File: src/wrm_hcell.sv
// ----------------------------------------------------------------------------
// wrm_hcell
// Horizontal cell: max/min over its own depth of the newest pixels.
// ----------------------------------------------------------------------------
module wrm_hcell #(
  parameter int unsigned PIXEL_BITS = 16
) (
  input  logic                    clk_i,
  input  logic                    en_i,
  input  logic [PIXEL_BITS-1:0]   pix_i,
  input  logic [2*PIXEL_BITS-1:0] prev_i,  // {max, min} of upstream cell
  output logic [2*PIXEL_BITS-1:0] next_o,  // value taken at this transfer
  output logic [2*PIXEL_BITS-1:0] q_o
);

  logic [PIXEL_BITS-1:0]   pmax, pmin, nmax, nmin;
  logic [2*PIXEL_BITS-1:0] mm_q;

  assign pmax = prev_i[2*PIXEL_BITS-1:PIXEL_BITS];
  assign pmin = prev_i[PIXEL_BITS-1:0];
  assign nmax = (pix_i > pmax) ? pix_i : pmax;
  assign nmin = (pix_i < pmin) ? pix_i : pmin;
  assign next_o = {nmax, nmin};

  always_ff @(posedge clk_i) begin
    if (en_i) begin
      mm_q <= next_o;
    end
  end

  assign q_o = mm_q;

endmodule

File: config.mk
export PLATFORM = sky130hd
export DESIGN_NAME = wrm_hcell
export DESIGN_NICKNAME = d
export VERILOG_FILES = /design/src/wrm_hcell.sv
export SDC_FILE = /design/constraint.sdc
export NUM_CORES = 1
export LEC_CHECK = 0
export BUFFER_PORTS_ARGS = -buffer_cell sky130_fd_sc_hd__buf_4
export CAP_MARGIN = 5
export CORE_MARGIN = 2
export CORE_UTILIZATION = 51
export CTS_CLUSTER_SIZE = 10
export DETAILED_ROUTE_END_ITERATION = 10
export GPL_TIMING_DRIVEN = 0
export PLACE_DENSITY = 0.9
export SLEW_MARGIN = 20
export SYNTH_ARGS = -nofsm -noshare
export SYNTH_HDL_FRONTEND = slang
export SYNTH_SLANG_ARGS = --single-unit
export TNS_END_PERCENT = 10
File: constraint.sdc
create_clock -name clk_i -period 5 [get_ports clk_i]
set_input_delay 1 -clock clk_i [delete_from_list [all_inputs] [get_ports clk_i]]
set_output_delay 1 -clock clk_i [all_outputs]
set_load 0.03 [all_outputs]
Word-level counts from Yosys, hierarchy flattened
Cells that the tools add are included.

storage, ports and cells
  input bits = 50
  output and inout bits = 64
  bits in registers = 32

cells by class
  magnitude comparators = 2
  muxes and demuxes = 2

operators with widths
  operator             count
  2-to-1 mux 16 bit    2
  > comparator 16 bit  1
  < comparator 16 bit  1

Depth between registers and ports, before layout
  word-level depth = 2
  mapped depth = 9
  mapped depth without buffers = 7

Worst setup path after synthesis
OpenSTA, ideal clock, no wires.

  path kind = input port to output port
  from = in prev_i[29]
  to = out next_o[22]
  stages on the path = 9
  path buffers = 2
  data arrival time = 2.842 ns
  path slack = 1.158 ns
  path through = inv_1 -> ha_1 -> nand4_2 -> o21bai_2 -> or3_1 -> buf_2 -> buf_6 -> o311ai_1 -> o211ai_1

on the way
  word-level cells in the longest chain between the ends = 2

ends and longest elaborated chain
  element              RTL line  source
  start: declaration   11        input logic [2*PIXEL_BITS-1:0] prev_i,
  > comparator 16 bit  21        assign nmax = (pix_i > pmax) ? pix_i : pmax;
  2-to-1 mux 16 bit    21
  end: declaration     12        output logic [2*PIXEL_BITS-1:0] next_o,

No other way between the ends.

Worst setup path in the final report
  from = in pix_i[5]
  to = out next_o[7]

on the way
  word-level cells in the longest chain between the ends = 2

ends and longest elaborated chain
  element              RTL line  source
  start: declaration   10        input logic [PIXEL_BITS-1:0] pix_i,
  < comparator 16 bit  22        assign nmin = (pix_i < pmin) ? pix_i : pmin;
  2-to-1 mux 16 bit    22

No other way between the ends.

==> impl_metrics.json <==
{
  "status": "completed",
  "fill_cells": 348,
  "num_vias": 2528,
  "rsz0062_at_grt": "no",
  "largest_reg_flops": 32,
  "worst_ep_arrival_time_ns": 3.29,
  "hpwlAfterDp_mm": 5.52,
  "synthTopCellsByArea": "edfxtp_1 39%, ha_1 16%, mux2_2 7.3%",
  "p_per_area_mw_per_mm2": 277,
  "path_delay_family": "buffers and inverters",
  "postCtsSetupBuffers": 0,
  "power.leakage_nw": 1.61,
  "die_w_um": 73.6,
  "synth-seq-cells": 32,
  "ctsLongestPathBuffers": 2,
  "final_core_util": 0.738,
  "cts_tree": "built",
  "hold_buffers": 0,
  "ant_nets": 0,
  "synth_top_area_frac": 0.389,
  "syn2layout_area_growth_pct": 40.2,
  "die_area_mm2": 0.00542,
  "grt_max_degree": 33,
  "synthTopCellsByCount": "32 x edfxtp_1, 32 x inv_1, 31 x ha_1",
  "setup_violations": 0,
  "cts_resized": 0,
  "diodes": 0,
  "fin_crit_ns": 4.29,
  "rows": 25,
  "yosysTopAreaCell": "edfxtp_1",
  "drt_iter0_drc": 214,
  "worstPathRequired_ns": 4.00,
  "place_inst": 412,
  "core_area_mm2": 0.00469,
  "synth_cells": 245,
  "ys.flop_type": "edfxtp_1",
  "synth_area_mm2": 0.00247,
  "irDropWorstVdd_mv": 0.147,
  "viasPerCell": 6.03,
  "hp-start": "prev_i[14]",
  "cts.sinks": 32,
  "wirelength_mm": 7.23,
  "grt_pass1_vias": 2387,
  "crit_chain": "buf_4 > ha_1 > nand2_1 > nor3_1 > a21oi_1 > o21ai_1 > buf_2 > mux2_2 > buf_4",
  "initial_core_util": 0.526,
  "tightest_slew_ns": 0.662,
  "htree_levels": 2,
  "critPathKind": "input port to primary output",
  "async_reset_ff_frac": 0,
  "maxSlewViolCount": 0,
  "cp_slowest_stage_delay_ns": 0.55,
  "path_common_cell": "buf_4",
  "grt_use_total": 0.264,
  "cts_inserted_buffers": 5,
  "design.portCount": 114,
  "syn_area_per_cell_um2": 10.1,
  "timing.final.crit_share": 0.858,
  "synth-edff-count": 32,
  "cp-start-kind": "input port",
  "yosysSeqAreaShare": 0.389,
  "fin_nets": 446,
  "finalWorstSetupSlack_ns": 0.708,
  "cts-root-buf": "clkbuf_8",
  "overflow": 0,
  "io_buffers": 113,
  "end_kind": "primary output",
  "hold_viol_final": 0,
  "timing.setup.tns_ns": 0,
  "hold_path.class": "input port to flop",
  "timing.fmax_ghz": 0.233,
  "drive_gt1_frac": 0.397,
  "crit_fanout": 10,
  "crit_start": "pix_i[5]",
  "cp_slowest_cell": "o21ai_1",
  "grt_pass1_wl_mm": 11.0,
  "antenna_found_initial": 0,
  "wl_per_cell_um": 17.2,
  "firstDrtPassIters": 5,
  "ys_warn_count": 0,
  "synthesis.nets": 326,
  "holdPathEnd": "q_o[14]",
  "die_y_um": 73.6,
  "hold_depth": 2,
  "stdcell_count": 419,
  "place_congestion": 0.911,
  "maxCapViolations": 0,
  "ys_types": 33,
  "drc_errors": 0,
  "place_ws_ns": 0.735,
  "slew_headroom": 0.556,
  "clk_pin_slew_ns": 0.06,
  "path_buf_inv": 3
}
==> layout make-up <==
type / count / area (µm²) / share of cell area
multi-input combinational: 167 / 1320 / 0.382
sequential: 32 / 961 / 0.278
timing repair buffer: 113 / 848 / 0.245
inverter: 32 / 120 / 0.0347
clock buffer: 5 / 68.8 / 0.0199
tap: 54 / 67.6 / 0.0195
buffer: 14 / 65.1 / 0.0188
clock inverter: 2 / 7.51 / 0.00217
==> power breakdown <==
group	switching [mW]	internal [mW]	total, mW
sequential	0.00807	0.335	0.343
combinational	0.256	0.169	0.425
clock	0.0978	0.0918	0.190
==> logic make-up (layout without fill, tap and decap cells) <==
| logic type | count (synthesis) | after routing | synth area share |
|---|---|---|---|
| mux | 16 | 16 | 0.0729 |
| compound gates | 55 | 55 | 0.161 |
| flops | 32 | 32 | 0.389 |
| simple gates | 65 | 65 | 0.145 |
| fa+ha+maj | 31 | 31 | 0.157 |
| buf+inv | 46 | 166 | 0.0750 |
==> stage by stage <==
| step | total power, mW | cell area [µm²] | hold WS (ns) |
|---|---|---|---|
| after CTS | 0.963 | 3460 | 1.04 |
| after floorplan | 0.606 | 2470 | 1.11 |
| after global placement | 0.761 | 3390 | 1.34 |
| after detailed placement | 0.772 | 3390 | 1.34 |
| after global routing | 1.00 | 3460 | 1.05 |
| final | 0.957 | 3460 | 1.05 |
==> cell usage in the layout, fill, tap and decap left out, types with 2 or more instances in the layout <==
cell type | Yosys | final
buf_4 | 0 | 113
inv_1 | 32 | 32
edfxtp_1 | 32 | 32
ha_1 | 31 | 31
nand3_1 | 19 | 19
mux2_2 | 16 | 16
o311ai_1 | 16 | 16
nand2_1 | 15 | 15
nor4_1 | 15 | 15
o211ai_1 | 15 | 15
a21oi_1 | 11 | 11
clkbuf_1 | 9 | 9
clkbuf_8 | 0 | 5
nor2_1 | 4 | 4
buf_2 | 4 | 4
o21ai_0 | 3 | 3
o21ai_1 | 3 | 3
and4_1 | 2 | 2
nand4_1 | 2 | 2
clkinv_1 | 0 | 2
==> worst max path at each step <==
stage	end	depth (start not counted)
2_1_floorplan	next_o[22]	9
3_3_place_gp	next_o[22]	9
3_5_place_dp	next_o[7]	9
4_1_cts	next_o[7]	9
5_1_grt	next_o[22]	10
6_report	next_o[7]	9
==> routing by layer <==
layer	wire [µm]	up-vias	GRT usage
li1	-	1187	-
met1	2820	1176	0.326
met2	3650	147	0.451
met3	651	18	0.0508
met4	101	0	0.101
met5	0	-	0
No activity file was read; power rests on OpenSTA's default activity.
